[src/rtl/hashed_value_noise_3d_defines.svh]
// hashed_value_noise_3d_defines.svh: assertion macros for the noise pipeline
// used by the files that carry concurrent assertions; expects clk and rst in scope
`ifndef HASHED_VALUE_NOISE_3D_DEFINES_SVH
`define HASHED_VALUE_NOISE_3D_DEFINES_SVH

// consequent must hold in the same cycle as the antecedent
`define HVN_ASSERT_NOW(label, ante, cons, msg) \
  label: assert property (@(posedge clk) disable iff (rst) (ante) |-> (cons)) \
    else $error(msg);

// consequent must hold in the cycle after the antecedent
`define HVN_ASSERT_NEXT(label, ante, cons, msg) \
  label: assert property (@(posedge clk) disable iff (rst) (ante) |=> (cons)) \
    else $error(msg);

`endif

[src/rtl/hvn_pkg.sv]
// hvn_pkg: types and constants of the hashed value noise pipeline
// no dependencies; imported by every module of the block
`default_nettype none

package hvn_pkg;

  // fixed-point formats
  localparam int COORD_FRAC_BITS = 12;
  localparam int SCALE_FRAC_BITS = 24;
  localparam int LAT_SHIFT       = COORD_FRAC_BITS + SCALE_FRAC_BITS - 16;
  localparam int SCALE_W         = 24;
  localparam int FREQ_W          = 26;
  localparam int PROD_W          = 32 + FREQ_W + 1;

  localparam logic [SCALE_W-1:0] CFG_SCALE_RESET = 24'd671089;

  // fixed frequencies, rounded to the scale format
  localparam logic [FREQ_W-1:0] FREQ_BIOME =
    FREQ_W'(((64'd81 << SCALE_FRAC_BITS) + 64'd5000) / 64'd10000);
  localparam logic [FREQ_W-1:0] FREQ_BASE =
    FREQ_W'(((64'd33 << SCALE_FRAC_BITS) + 64'd5000) / 64'd10000);
  localparam logic [FREQ_W-1:0] FREQ_DETAIL =
    FREQ_W'(((64'd17 << SCALE_FRAC_BITS) + 64'd500) / 64'd1000);

  // cave frequency factors, Q2.16
  localparam logic [17:0] FACT_1P7 = 18'd111411;
  localparam logic [17:0] FACT_2P2 = 18'd144179;
  localparam logic [17:0] FACT_1P1 = 18'd72090;

  // hash constants
  localparam logic [31:0] HASH_X  = 32'h9E3779B1;
  localparam logic [31:0] HASH_Y  = 32'h85EBCA77;
  localparam logic [31:0] HASH_Z  = 32'hC2B2AE3D;
  localparam logic [31:0] SCR_K1  = 32'h7feb352d;
  localparam logic [31:0] SCR_K2  = 32'h846ca68b;

  // per-octave salts
  localparam logic [31:0] SALT_CAVE_A  = 32'hA7F3C911;
  localparam logic [31:0] SALT_CAVE_B  = 32'h1F123BB5;
  localparam logic [31:0] SALT_BIOME   = 32'hBC119D17;
  localparam logic [31:0] SALT_BASE    = 32'hD2A41E6B;
  localparam logic [31:0] SALT_DETAIL  = 32'h4E67C6A1;

  // cell offset of the second cave octave
  localparam logic [31:0] CAVE_B_OFFSET = 32'd100;

  // octave blend weights, Q0.16
  localparam logic [15:0] W_CAVE_A    = 16'd45875;
  localparam logic [15:0] W_CAVE_B    = 16'd19661;
  localparam logic [15:0] W_TERRAIN_A = 16'd49152;
  localparam logic [15:0] W_TERRAIN_B = 16'd16384;

  typedef enum logic [1:0] {
    MODE_CAVE    = 2'd0,
    MODE_BIOME   = 2'd1,
    MODE_TERRAIN = 2'd2,
    MODE_NONE    = 2'd3
  } mode_t;

  // cave frequencies derived from the register
  typedef struct packed {
    logic [FREQ_W-1:0] base;
    logic [FREQ_W-1:0] y17;
    logic [FREQ_W-1:0] x22;
    logic [FREQ_W-1:0] y11;
  } cave_freq_t;

  // lattice cell, fraction and salt of one octave
  typedef struct packed {
    logic [31:0] cx;
    logic [31:0] cy;
    logic [31:0] cz;
    logic [15:0] tx;
    logic [15:0] ty;
    logic [15:0] tz;
    logic [31:0] salt;
  } lattice_t;

endpackage

`default_nettype wire

[src/rtl/hvn_cfg.sv]
// hvn_cfg: cave scale register and the cave frequencies derived from it
// depends on hvn_pkg
`default_nettype none

module hvn_cfg (
  input  wire logic                         clk,
  input  wire logic                         rst,
  input  wire logic                         wr,
  input  wire logic [hvn_pkg::SCALE_W-1:0]  wr_data,
  output hvn_pkg::cave_freq_t               freq
);
  import hvn_pkg::*;

  logic [SCALE_W-1:0] scale;
  logic [41:0]        p17, p22, p11;

  // register write
  always_ff @(posedge clk) begin
    if (rst) begin
      scale <= CFG_SCALE_RESET;
    end else if (wr) begin
      scale <= wr_data;
    end
  end

  // scaled frequencies, rounded back to the scale format
  always_comb begin
    p17 = 42'(scale) * 42'(FACT_1P7) + 42'd32768;
    p22 = 42'(scale) * 42'(FACT_2P2) + 42'd32768;
    p11 = 42'(scale) * 42'(FACT_1P1) + 42'd32768;
  end

  always_ff @(posedge clk) begin
    freq.base <= FREQ_W'(scale);
    freq.y17  <= p17[16 +: FREQ_W];
    freq.x22  <= p22[16 +: FREQ_W];
    freq.y11  <= p11[16 +: FREQ_W];
  end

endmodule

`default_nettype wire

[config.mk]
export PLATFORM = sky130hd
export DESIGN_NAME = hvn_cfg
export DESIGN_NICKNAME = d
export VERILOG_FILES = /design/src/rtl/hashed_value_noise_3d_defines.svh /design/src/rtl/hvn_pkg.sv /design/src/rtl/hvn_cfg.sv
export SDC_FILE = /design/constraint.sdc
export NUM_CORES = 1
export LEC_CHECK = 0
export BUFFER_PORTS_ARGS = -buffer_cell sky130_fd_sc_hd__buf_2
export CAP_MARGIN = 40
export CELL_PAD_IN_SITES_DETAIL_PLACEMENT = 0
export CELL_PAD_IN_SITES_GLOBAL_PLACEMENT = 1
export CORE_ASPECT_RATIO = 1.25
export CORE_MARGIN = 8
export CORE_UTILIZATION = 40
export DETAILED_ROUTE_END_ITERATION = 8
export PLACE_DENSITY = 0.7
export SLEW_MARGIN = 30
export SYNTH_ARGS = -nofsm -noshare
export SYNTH_HDL_FRONTEND = slang
export SYNTH_SLANG_ARGS = --single-unit
[constraint.sdc]
create_clock -name clk -period 8.7 [get_ports clk]
set_input_delay 0 -clock clk [delete_from_list [all_inputs] [get_ports clk]]
set_output_delay 0 -clock clk [all_outputs]
set_load 0.05 [all_outputs]
==> results.json <==
{
  "ff_latch_area_mm2": 0.00252,
  "syn_area_per_cell_um2": 9.89,
  "grt_pass1_wl_mm": 89.4,
  "ys_types": 71,
  "final.period_utilization_pct": 86.3,
  "synth_edf_count": 0,
  "final_util_pct": 45.1,
  "final_antenna_net_count": 0,
  "cp.arrival_ns": 7.91,
  "ys_warn_count": 0,
  "slew_viol_final": 0,
  "worstSetupEndpointType": "flop",
  "cp_max_fo": 9,
  "fillers": 4839,
  "yosys.area_share.xor_xnor_pct": 4.33,
  "first_pass_iters": 5,
  "htreeDepth": 4,
  "die_w_um": 214,
  "synth_area_leaders": "fa_1 35%, ha_1 22%, dfxtp_1 13%, inv_1 12%, xnor2_1 2.8%",
  "synth-main-ff-cell": "dfxtp_1",
  "async_reset_ff_share_pct": 0,
  "drv_cap": 0,
  "start_util_pct": 40.1,
  "grt-ovfl-total": 0,
  "clockBufferDepth": 2,
  "fin_skew_ns": 0.0139,
  "synth-compound-area-share_pct": 6.87,
  "yosys.area_share.adder_pct": 56.7,
  "max_freq_ghz": 0.133,
  "cts_tree": "done",
  "vias": 13900,
  "seq_area_frac_synth_pct": 12.8,
  "synth-simple-area-share_pct": 5.82,
  "relSlewSlack_pct": 46.9,
  "drt_iter0_markers": 563,
  "synth_top_family_by_area": "adder cells",
  "crit_required_ns": 9.10,
  "gr-usage-all-layers_pct": 20.9,
  "hold_class": "primary input to flop",
  "ctsRootBufferMaster": "clkbuf_16",
  "min_period_ns": 7.51,
  "row_count": 91,
  "antenna_found_initial": 1,
  "place.detailed.hpwl_mm": 49.2,
  "core_mm2": 0.0490,
  "clock_latency_ns": 0.47,
  "vias_per_cell": 4.90,
  "critPathLaunchType": "flop",
  "r2r_cells": 21,
  "worstSetupPathType": "flop to flop",
  "setup_viol": 0,
  "io_pins": 131,
  "die_area_mm2": 0.0565,
  "netlist_instances": 1985,
  "hold_viol": 0,
  "setup_tns_ns": 0,
  "worstMarginPinSlew_ns": 0.795,
  "final_nets": 2875,
  "syn2layout_area_growth_pct": 12.5,
  "ys_ff_latch": 126,
  "drc": 0,
  "rsz0062_at_grt": "no",
  "finalWirelength_mm": 57.1,
  "diodes": 0,
  "grt_pass1_vias": 15400,
  "synth_top_area_share_pct": 35.1,
  "wire_per_inst_um": 20.2,
  "cts_sinks": 126,
  "port-buffer-count": 128,
  "cts_made_buffers": 17,
  "syn_area_mm2": 0.0196,
  "grt_start_max_net_pins": 21,
  "clkTransAtPathRegs_ns": 0.07,
  "drive_gt1_share_pct": 8.68,
  "place_congestion": 0.937,
  "outcome": "complete, no violations",
  "yosysTopAreaCell": "fa_1",
  "multi_input_area_mm2": 0.0147,
  "dieHeight_um": 264,
  "synthMuxAreaShare_pct": 1.17,
  "whs_path_depth": 3
}
## worst paths after layout
| path | endpoint | startpoint | slack [ns] |
|---|---|---|---|
| worst max register to register | freq[22] | scale[7] | 1.19 |
| worst min-delay path | scale[13] | wr | 0.16 |
| worst max-delay path | freq[22] | scale[7] | 1.19 |
| worst min register to register | freq[91] | scale[13] | 0.47 |
## kinds of logic after synthesis
logic type                 after synthesis
adders and majority gates              683
muxes                                   23
xor gates and xnor gates                97
other                                    1
AOI/OAI and AO/OA                      200
DFF                                    126
buffers and inverters                  635
and+or+nand+nor                        220
## registers in the layout (all words and copies together), names as in the netlist
signal / count
freq: 102
scale: 24
## metal layers
metal / track usage (%) / up-vias / part of all wire [%]
met5: 0 / - / 0
met4: 8.57 / 0 / 3.8
li1: - / 6474 / -
met2: 38.7 / 293 / 54
met1: 23.8 / 6993 / 39
met3: 2.90 / 92 / 3.4
## critical path: stages, from the launching register on
cell and delay [ns]:
dfxtp_1 0.84, ha_1 0.56, ha_1 0.40, fa_1 0.54
inv_1 0.06, fa_1 0.59, inv_1 0.07, fa_1 0.54
inv_1 0.06, fa_1 0.55, inv_1 0.05, ha_1 0.40
a21oi_1 0.27, o21ai_1 0.23, nor4b_1 0.30, nand3_1 0.21
a31o_2 0.31, xor2_1 0.36, o2111ai_1 0.32, nor3b_2 0.38
and4b_1 0.26, xor2_1 0.14
## through the flow
| stage | hold WS [ns] | std cells | setup slack [ns] | area, um2 |
|---|---|---|---|---|
| after global routing | 0.158 | 2829 | 0.916 | 22100 |
| after floorplan | 0.0724 | 1986 | 2.65 | 19600 |
| final | 0.157 | 2829 | 1.19 | 22100 |
| after detailed placement | 0.231 | 2752 | 1.27 | 21100 |
| after global placement | 0.225 | 2751 | 1.33 | 21000 |
| after CTS | 0.128 | 2829 | 1.22 | 22100 |
## placed cells by master, fill, tap and decap left out, drive strengths merged, types with 5 or more instances in the layout
cell type and n:
a211oi 10, a21o 34, a21oi 64, a31oi 11
and2 10, and3 11, and4 5, buf 136
clkbuf 20, clkinv 6, dfxtp 126, dlygate4sd3 45
fa 344, ha 339, inv 616, mux2i 23
nand2 55, nand3 21, nand4 13, nor2 58
nor2b 10, nor3 10, o211ai 7, o21a 10
o21ai 28, o21bai 10, o31ai 5, xnor2 62
xor2 35
## repair_timing
item,CTS,global route
setup buffers,0,0
hold buffers,45,0
hold endpoints to repair,24,0
gates resized for setup,0,0
## cell type report
cell class	count	share of cell area (%)
inverters	614	10.4
repair buffers	181	5.27
clock buffers	20	2.11
well taps	651	3.69
multi-input cells	1225	66.6
clock inverters	12	0.504
flip-flops and latches	126	11.4
## cell usage after synthesis, types with 6 or more instances
library cell	number
inv_1	614
fa_1	344
ha_1	339
dfxtp_1	126
a21oi_1	63
xnor2_1	62
nor2_1	58
nand2_1	55
xor2_1	35
a21o_1	32
o21ai_0	24
mux2i_1	23
nand3_1	21
clkbuf_1	12
nand4_1	12
a31oi_1	11
nor2b_1	10
o21bai_1	10
and2_1	9
and3_1	9
o21a_1	9
a211oi_1	8
nor3_1	8
o211ai_1	7
buf_4	6
Power is not shown: default switching activity piles up to over one toggle a cycle in this logic, so the estimate is an artifact.
